### src/rtl/cbez_pkg.sv
package cbez_pkg;

  typedef enum logic [1:0] {
    OP_EVAL  = 2'd0,
    OP_SOLVX = 2'd1,
    OP_SOLVY = 2'd2,
    OP_NONE  = 2'd3
  } op_t;

  typedef enum logic [3:0] {
    ST_IDLE,
    ST_EVAL,
    ST_EVWAIT,
    ST_SCHK,
    ST_SSTEP,
    ST_SWAIT,
    ST_SUPD,
    ST_DIVGO,
    ST_DIVWAIT,
    ST_DONE
  } state_t;

  // Datapath commands from the controller.
  typedef struct packed {
    logic load;      // capture the item and the control points
    logic ev_start;  // start a pair of curve evaluations at the current t
    logic ev_tq;     // t comes from the query (evaluate) rather than the guess
    logic end_chk;   // decide the end clamp
    logic upd;       // fold the samples into the bracket
    logic div_start; // start the interpolation divide
    logic fin_eval;  // result from the evaluation pair
    logic fin_div;   // result from the interpolation
    logic fin_zero;  // unused opcode
  } cmd_t;

  typedef struct packed {
    logic ev_done;
    logic clamped;   // end clamp took the result
    logic last_step; // bisection steps used up
    logic div_done;
    logic eq_bracket;
  } sts_t;

  localparam int unsigned REG_COUNT = 8;
  localparam logic signed [31:0] ONE_Q16 = 32'sd65536;

endpackage

### src/rtl/cbez_ctrl.sv
module cbez_ctrl (
  input  logic           clk,
  input  logic           rst_n,
  input  logic           in_go,
  input  logic [1:0]     in_op,
  input  logic           out_taken,
  input  cbez_pkg::sts_t sts,
  output cbez_pkg::cmd_t cmd,
  output logic           busy,
  output logic           res_valid
);
  import cbez_pkg::*;

  state_t state_r, state_nxt;
  op_t    op_r, op_nxt;

  always_ff @(posedge clk) begin
    if (!rst_n) begin
      state_r <= ST_IDLE;
      op_r    <= OP_NONE;
    end else begin
      state_r <= state_nxt;
      op_r    <= op_nxt;
    end
  end

  always_comb begin
    state_nxt = state_r;
    op_nxt    = op_r;
    cmd       = '0;
    busy      = 1'b1;
    res_valid = 1'b0;
    case (state_r)
      ST_IDLE: begin
        busy = 1'b0;
        if (in_go) begin
          cmd.load  = 1'b1;
          op_nxt    = op_t'(in_op);
          case (op_t'(in_op))
            OP_EVAL:  state_nxt = ST_EVAL;
            OP_SOLVX, OP_SOLVY: state_nxt = ST_SCHK;
            default: state_nxt = ST_DONE;
          endcase
        end
      end
      ST_EVAL: begin
        cmd.ev_start = 1'b1;
        cmd.ev_tq    = 1'b1;
        state_nxt    = ST_EVWAIT;
      end
      ST_EVWAIT: if (sts.ev_done) begin
        cmd.fin_eval = 1'b1;
        state_nxt    = ST_DONE;
      end
      ST_SCHK: begin
        cmd.end_chk = 1'b1;
        state_nxt   = ST_SSTEP;
      end
      ST_SSTEP: begin
        if (sts.clamped) state_nxt = ST_DONE;
        else if (sts.last_step) state_nxt = ST_DIVGO;
        else begin
          cmd.ev_start = 1'b1;
          state_nxt    = ST_SWAIT;
        end
      end
      ST_SWAIT: if (sts.ev_done) state_nxt = ST_SUPD;
      ST_SUPD: begin
        cmd.upd   = 1'b1;
        state_nxt = ST_SSTEP;
      end
      ST_DIVGO: begin
        if (sts.eq_bracket) begin
          cmd.fin_div = 1'b1;
          state_nxt   = ST_DONE;
        end else begin
          cmd.div_start = 1'b1;
          state_nxt     = ST_DIVWAIT;
        end
      end
      ST_DIVWAIT: if (sts.div_done) begin
        cmd.fin_div = 1'b1;
        state_nxt   = ST_DONE;
      end
      ST_DONE: begin
        res_valid = 1'b1;
        if (op_r == OP_NONE) cmd.fin_zero = 1'b1;
        if (out_taken) state_nxt = ST_IDLE;
      end
      default: state_nxt = ST_IDLE;
    endcase
  end

endmodule

### config.mk
export PLATFORM = sky130hd
export DESIGN_NAME = cbez_ctrl
export DESIGN_NICKNAME = d
export VERILOG_FILES = /design/src/rtl/cbez_pkg.sv /design/src/rtl/cbez_ctrl.sv
export SDC_FILE = /design/constraint.sdc
export NUM_CORES = 1
export LEC_CHECK = 0
export BUFFER_PORTS_ARGS = -buffer_cell sky130_fd_sc_hd__buf_2
export CAP_MARGIN = 20
export CORE_AREA = 10 10 47 49
export DETAILED_ROUTE_END_ITERATION = 10
export DIE_AREA = 0 0 57 59
export HOLD_SLACK_MARGIN = 0.05
export MAX_ROUTING_LAYER = met4
export PLACE_DENSITY = 0.71
export SYNTH_ARGS = -nofsm -noshare
export SYNTH_HDL_FRONTEND = slang
export SYNTH_SLANG_ARGS = --single-unit
### constraint.sdc
create_clock -name clk -period 3.8 [get_ports clk]
set_input_delay 0.76 -clock clk [delete_from_list [all_inputs] [get_ports clk]]
set_output_delay 0.76 -clock clk [all_outputs]
set_load 0.05 [all_outputs]
# ---- After elaboration in Yosys (flattened, before gate mapping)
# Cells that the tools add are included.
# Widths: inputs -> output; s select.
dict set report word_totals {
  register_bits 6
  latchBits 0
  ramBits 0
  romBits 0
  in_bits 11
  out_inout_bits 11
  elab_cells 54
  mem_count 0
}
dict set report classes {
  n_addsub 0
  mul 0
  div 0
  magnitude_cmp 0
  eq_ne 17
  shift 0
  n_mux 29
  bitwise 0
  reduce_logical 6
}
# operator n
set ops {}
lappend ops {{$pmux 4 s9} 1}
lappend ops {{$mux 4} 6}
lappend ops {{$mux 1} 18}
lappend ops {{$eq 4x3->1 const B} 4}
lappend ops {{$ne 2x2->1 const B} 5}
lappend ops {{$eq 4x2->1 const B} 2}
lappend ops {{$eq 4x4->1 const B} 2}
lappend ops {{$pmux 4 s2} 1}
lappend ops {{$reduce_and 5->1} 1}
lappend ops {{$eq 2x2->1 const B} 2}
lappend ops {{$eq 4x1->1 const B} 1}
lappend ops {{$logic_not 4->1} 1}
lappend ops {{$pmux 1 s2} 2}
lappend ops {{$reduce_or 2->1} 2}
lappend ops {{$eq 2x1->1 const B} 1}
lappend ops {{$logic_not 2->1} 1}
lappend ops {{$mux 2} 1}
lappend ops {{$reduce_and 2->1} 1}

# ---- Logic depth before layout (Yosys ltp)
# Gate-level depths: netlist (run 1).
dict set report logic_depth {
  ltp_word 5
  ltp_mapped 6
  depth_no_buf 5
}

# ---- Worst setup path after synthesis (run 1)
# Ideal clock, no wire load.
dict set report synth_path {
  path_type {input port to output port}
  start {in sts[3] (netlist bit)}
  end {out cmd[7] (netlist bit)}
  arrival_ns 2.084
  required_ns 3.040
  slack_ns 0.956
  cell_stages 2
  n_path_buf 0
  cell_sequence {o31a_1 -> nor3_1}
}
# element line_no
set synth_lines {}
lappend synth_lines {{from (decl)} cbez_ctrl.sv:7} ;# input cbez_pkg::sts_t sts,
lappend synth_lines {{to (decl)} cbez_ctrl.sv:8} ;# output cbez_pkg::cmd_t cmd,

==> impl_metrics.csv, run 1 <==
group,metric,value,unit
status,status,"complete, no violations",
die,pin_count,22,
pwr,p_int,275,uW
synthesis,synth_top_area_cell,"dfxtp_1",
layout,mostFrequentLayoutCell,"buf_2",
detailed_routing,first_iter_violations,14,
timing,hold-worst-slack,464,ps
pwr,power_density,970,nW/um2
synthesis,avgSynthCellArea,7.33,um2
pwr,p_leak,0.000314,uW
layout,nets,111,
global_route,gr-total-overflow,0,
place,dp_cells,110,
layout,drive_above_1_share,28.9,%
timing,fin_crit,2520,ps
layout,fillers,160,
die,coreArea,1400,um2
pwr,combinationalPowerShare,67.1,%
critical_path,cp_max_fo,18,
detailed_routing,drt-total-wl,1.52,mm
global_route,antenna_found_initial,0,
synthesis,synth_cell_type_count,32,
clocking,cts_num_sinks,6,
layout,stdcell_count,113,
synthesis,synth_warnings,0,
clocking,ctsLongestPathBuffers,2,
pwr,power.share.clock,8.2,%
global_route,grt_pass1_vias,622,
detailed_routing,vias,648,
global_route,grt_pass1_wl,2.73,mm
critical_path,start_kind,"register",
synthesis,synth.top_cells.by_area,"dfxtp_1 21%, nand2_1 6.6%, nor2_1 6.6%",
synthesis,ys_ff_latch,6,
critical_path,path_buf_inv,1,
pwr,swShare,58.7,%
clocking,cts_tree,"yes",
detailed_routing,post_drt_wl_per_cell,13.4,um
pwr,ir_worst_vdd,0.000487,V
timing,setup-violations-final,0,
synthesis,syn-instance-count,78,
die,die_w,57,um
critical_path,cp_data_arrival_time,1760,ps
clocking,clkTransAtPathRegs,40,ps
die,rows,14,
clocking,htree_levels,1,
detailed_routing,drcViolationCount,0,
die,dieArea,3360,um2
place,dp_hpwl,1.22,mm
pwr,seqPwrFrac,24.7,%
timing,final.period_utilization,66.4,%
run,drv_cap,0,
layout,layout_common_cells,"21 x buf_2, 10 x nor2_1, 10 x nand2_1",
synthesis,syn-num-nets,90,
critical_path,path_cells,"nor2b_1 -> nand4_1 -> nand2_1 -> buf_2",
timing,rsz0062_at_grt,"no",
timing,max_freq,0.396,GHz
die,start_util,40.8,%
layout,insertedDiodeCount,0,
clocking,holdBufCountCts,0,
clocking,post_cts_buffers,0,
global_route,grt_max_degree,19,
timing,finalHoldViolCount,0,
timing,fin_ws,1280,ps
hold_path,hp-class,"reg2reg",
timing,slew_violations,0,
place,port_buffers,21,
timing,relSlewSlack,60.9,%
detailed_routing,viasPerCell,5.73,
detailed_routing,drt_first_pass_iters,4,
clocking,cts_root_buffer,"clkbuf_4",
die,die_y,59,um
clocking,cts_buffers,3,
synthesis,syn_area,572,um2
pwr,p_switching,391,uW
critical_path,slowest_stage,"dfxtp_1",
layout,area_growth_syn_to_layout,19.9,%
critical_path,endpoint_kind,"primary output",
synthesis,synth_top_area_share,21.0,%
clocking,clock_latency,240,ps
timing,tightestPinTransition,585,ps
critical_path,required,3040,ps
clocking,cts_resized,0,
place,dpl_worst_slack,1480,ps
place,place_congestion,0.824,
critical_path,cpLargestDelayFamily,"flip-flops",
timing,skew,2.68,ps
synthesis,ys_seq_area_share,21.0,%
critical_path,crit_type,"reg2out",
global_route,grt.total_usage,9.62,%
timing,fin_setup_tns,0,ps
critical_path,max_stage_delay,660,ps
detailed_routing,ant_nets,0,
synth_stat cells, drive strengths merged:
cell type  count
a31oi          1
dfxtp          6
buf            5
nor2b          3
o211ai         1
o31a           2
nand3          2
inv            3
nor3           7
a21oi          4
a211oi         1
nor2          10
nand4b         1
a311oi         1
o32ai          1
mux2i          2
xnor2          1
o21a           1
nor3b          1
a311o          1
nand4          1
a2111oi        1
ha             1
nor4           1
nand2b         4
o21ai          4
nand2         10
and3           2
final cells by class:
class	instances	area (um2)	share of cell area, %
flip-flops and latches	6	120	17.5
repair buffers	21	105	15.3
inverters	3	11.3	1.64
clock buffers	3	22.5	3.28
multi-input cells	64	407	59.3
well taps	16	20.0	2.92
power by group through the flow:
stage | Sequential, uW | Combinational, uW | Clock, uW
2_1_floorplan | 109 | 432 | 0
3_3_place_gp | 164 | 448 | 0
3_5_place_dp | 164 | 450 | 0
4_1_cts | 162 | 451 | 57.8
5_1_grt | 176 | 489 | 61.7
6_report | 164 | 447 | 54.7
metrics by stage:
step	power [uW]	util, %	cell area (um2)
final	665	48.9	686
after global placement	612	47.3	663
after CTS	671	48.9	686
after global routing	727	48.9	686
after floorplan	541	-	572
after detailed placement	613	47.3	663
worst min-delay path, stage by stage, from the launching register on:
cell,delay (ps)
dfxtp_1,310
mux2i_1,70
nand2_1,60
cells by family after synthesis:
group | synth area share, %
muxes | 3.50
xor gates and xnor gates | 1.53
buffers and inverters | 7.88
and+or+nand+nor | 38.1
AOI/OAI and AO/OA | 25.8
adders and majority gates | 2.19
DFF | 21.0
registers in the layout, summed over array words and instances, names as in the netlist:
name,flops
op_r,2
state_r,4
metal layers:
| metal | global-route usage, % | part of all wire [%] |
|---|---|---|
| met1 | 11.6 | 44 |
| met2 | 14.7 | 48 |
| met3 | 3.65 | 8.3 |
| met4 | 2.35 | 0 |
| met5 | - | 0 |
path summary, 6_finish.rpt:
path	from	to	slack [ps]	depth (start not counted)
worst max register to register	state_r[3]	state_r[0]	2120	4
worst min register to register	op_r[1]	op_r[1]	460	2
worst max-delay path	state_r[1]	cmd[1]	1280	4
worst min-delay path	op_r[1]	op_r[1]	460	2
No activity file was read; power rests on OpenSTA's default activity.
==> inputs of run 2 (changes only) <==
==> constraint.sdc (replaced) <==
create_clock -name clk -period 2.5 [get_ports clk]
set_input_delay 0.5 -clock clk [delete_from_list [all_inputs] [get_ports clk]]
set_output_delay 0.5 -clock clk [all_outputs]
set_load 0.05 [all_outputs]
==> impl_metrics.csv, run 2 (synthesized netlist as in run 1, its figures left out) <==
group,metric,value,unit
die,dieArea,3360,um2
layout,layout_common_cells,"21 x buf_2, 10 x nor2_1, 10 x nand2_1",
status,status,"complete, no violations",
clocking,cts_buffers,3,
timing,skew,5.97,ps
detailed_routing,drcViolationCount,0,
timing,fin_setup_tns,0,ps
detailed_routing,ant_nets,0,
critical_path,cp_data_arrival_time,1720,ps
detailed_routing,drt_first_pass_iters,4,
timing,hold-worst-slack,454,ps
timing,setup-violations-final,0,
clocking,post_cts_buffers,0,
clocking,cts_root_buffer,"clkbuf_4",
global_route,grt_max_degree,19,
layout,final_util,48.9,%
die,rows,14,
die,die_w,57,um
detailed_routing,routed.top_layer,"met4",
clocking,clkTransAtPathRegs,40,ps
clocking,htree_levels,1,
layout,largest_reg_flops,4,
clocking,cts_num_sinks,6,
run,drv_cap,0,
critical_path,required,2000,ps
global_route,antenna_found_initial,0,
timing,max_freq,0.450,GHz
layout,area_growth_syn_to_layout,19.9,%
die,start_util,40.8,%
hold_path,hp-class,"in2reg",
place,dp_cells,110,
pwr,p_leak,0.000314,uW
clocking,clock_latency,250,ps
global_route,grt.total_usage,10.1,%
detailed_routing,vias,635,
layout,stdcell_count,113,
critical_path,endpoint_kind,"primary output",
detailed_routing,post_drt_wl_per_cell,14.2,um
timing,tightestPinTransition,568,ps
detailed_routing,met2_length,757,um
layout,top_regs,"state_r: 4 flops, op_r: 2 flops",
critical_path,cp_max_fo,18,
pwr,ir_worst_vdd,0.000601,V
timing,fin_crit,2220,ps
detailed_routing,first_iter_violations,9,
clocking,holdBufCountCts,0,
layout,largest_register,"state_r",
global_route,grt_pass1_wl,2.72,mm
layout,insertedDiodeCount,0,
timing,slew_violations,0,
place,dp_hpwl,1.28,mm
detailed_routing,drt-total-wl,1.60,mm
pwr,power_density,1500,nW/um2
timing,relSlewSlack,62.1,%
timing,rsz0062_at_grt,"no",
global_route,gr-total-overflow,0,
die,coreArea,1400,um2
die,die_y,59,um
die,pin_count,22,
place,place_congestion,0.842,
layout,mostFrequentLayoutCell,"buf_2",
global_route,grt_pass1_vias,574,
timing,final.period_utilization,88.9,%
critical_path,start_kind,"register",
critical_path,crit_type,"reg2out",
clocking,ctsLongestPathBuffers,2,
detailed_routing,viasPerCell,5.62,
layout,drive_above_1_share,28.9,%
detailed_routing,met1Wirelength,695,um
detailed_routing,route.met3.wl,108,um
clocking,cts_resized,0,
place,port_buffers,21,
layout,nets,111,
clocking,cts_tree,"yes",
pwr,finalPower,1030,uW
timing,finalHoldViolCount,0,
[run 2: cell counts in the layout (fill, tap and decap cells not counted)]
Identical to the previous run, type by type.
[run 2: where the power goes]
group          leakage, uW  total, uW  switching [uW]  internal, uW
registers        0.0000494        247             115           131
logic             0.000250        692             460           232
clock network    0.0000138       90.0            35.6          54.3
[run 2: routing by layer]
layer | global-route usage, % | vias to the layer above
li1 | - | 322
met1 | 11.7 | 289
met2 | 14.7 | 19
met3 | 4.29 | 5
met4 | 5.03 | 0
met5 | - | -
[run 2: final timing paths]
| kind | from | endpoint | slack [ps] | depth (start not counted) |
|---|---|---|---|---|
| worst min-delay path | rst_n | op_r[1] | 450 | 2 |
| worst max register to register | state_r[3] | state_r[0] | 790 | 4 |
| worst min register to register | op_r[0] | op_r[0] | 470 | 2 |
| worst max-delay path | state_r[1] | cmd[1] | 280 | 4 |
[run 2: per-stage QoR]
stage	worst slack, ps	instance area [um2]
floorplan	32.6	572
global placement	573	663
detailed placement	574	663
CTS	303	686
global route	91.7	686
finish	278	686
[run 2: area by class of cell]
| cell class | instances | area [um2] |
|---|---|---|
| well taps | 16 | 20.0 |
| fillers | 154 | 716 |
| clock buffers | 3 | 22.5 |
| inverters | 3 | 11.3 |
| multi-input cells | 64 | 407 |
| flip-flops and latches | 6 | 120 |
| repair buffers | 21 | 105 |
[run 2: critical path, cell delays in order, from the launching register on]
cell     delay, ps
dfxtp_1        640
nor2b_1        290
nand4_1        180
nand2_1        100
buf_2          260
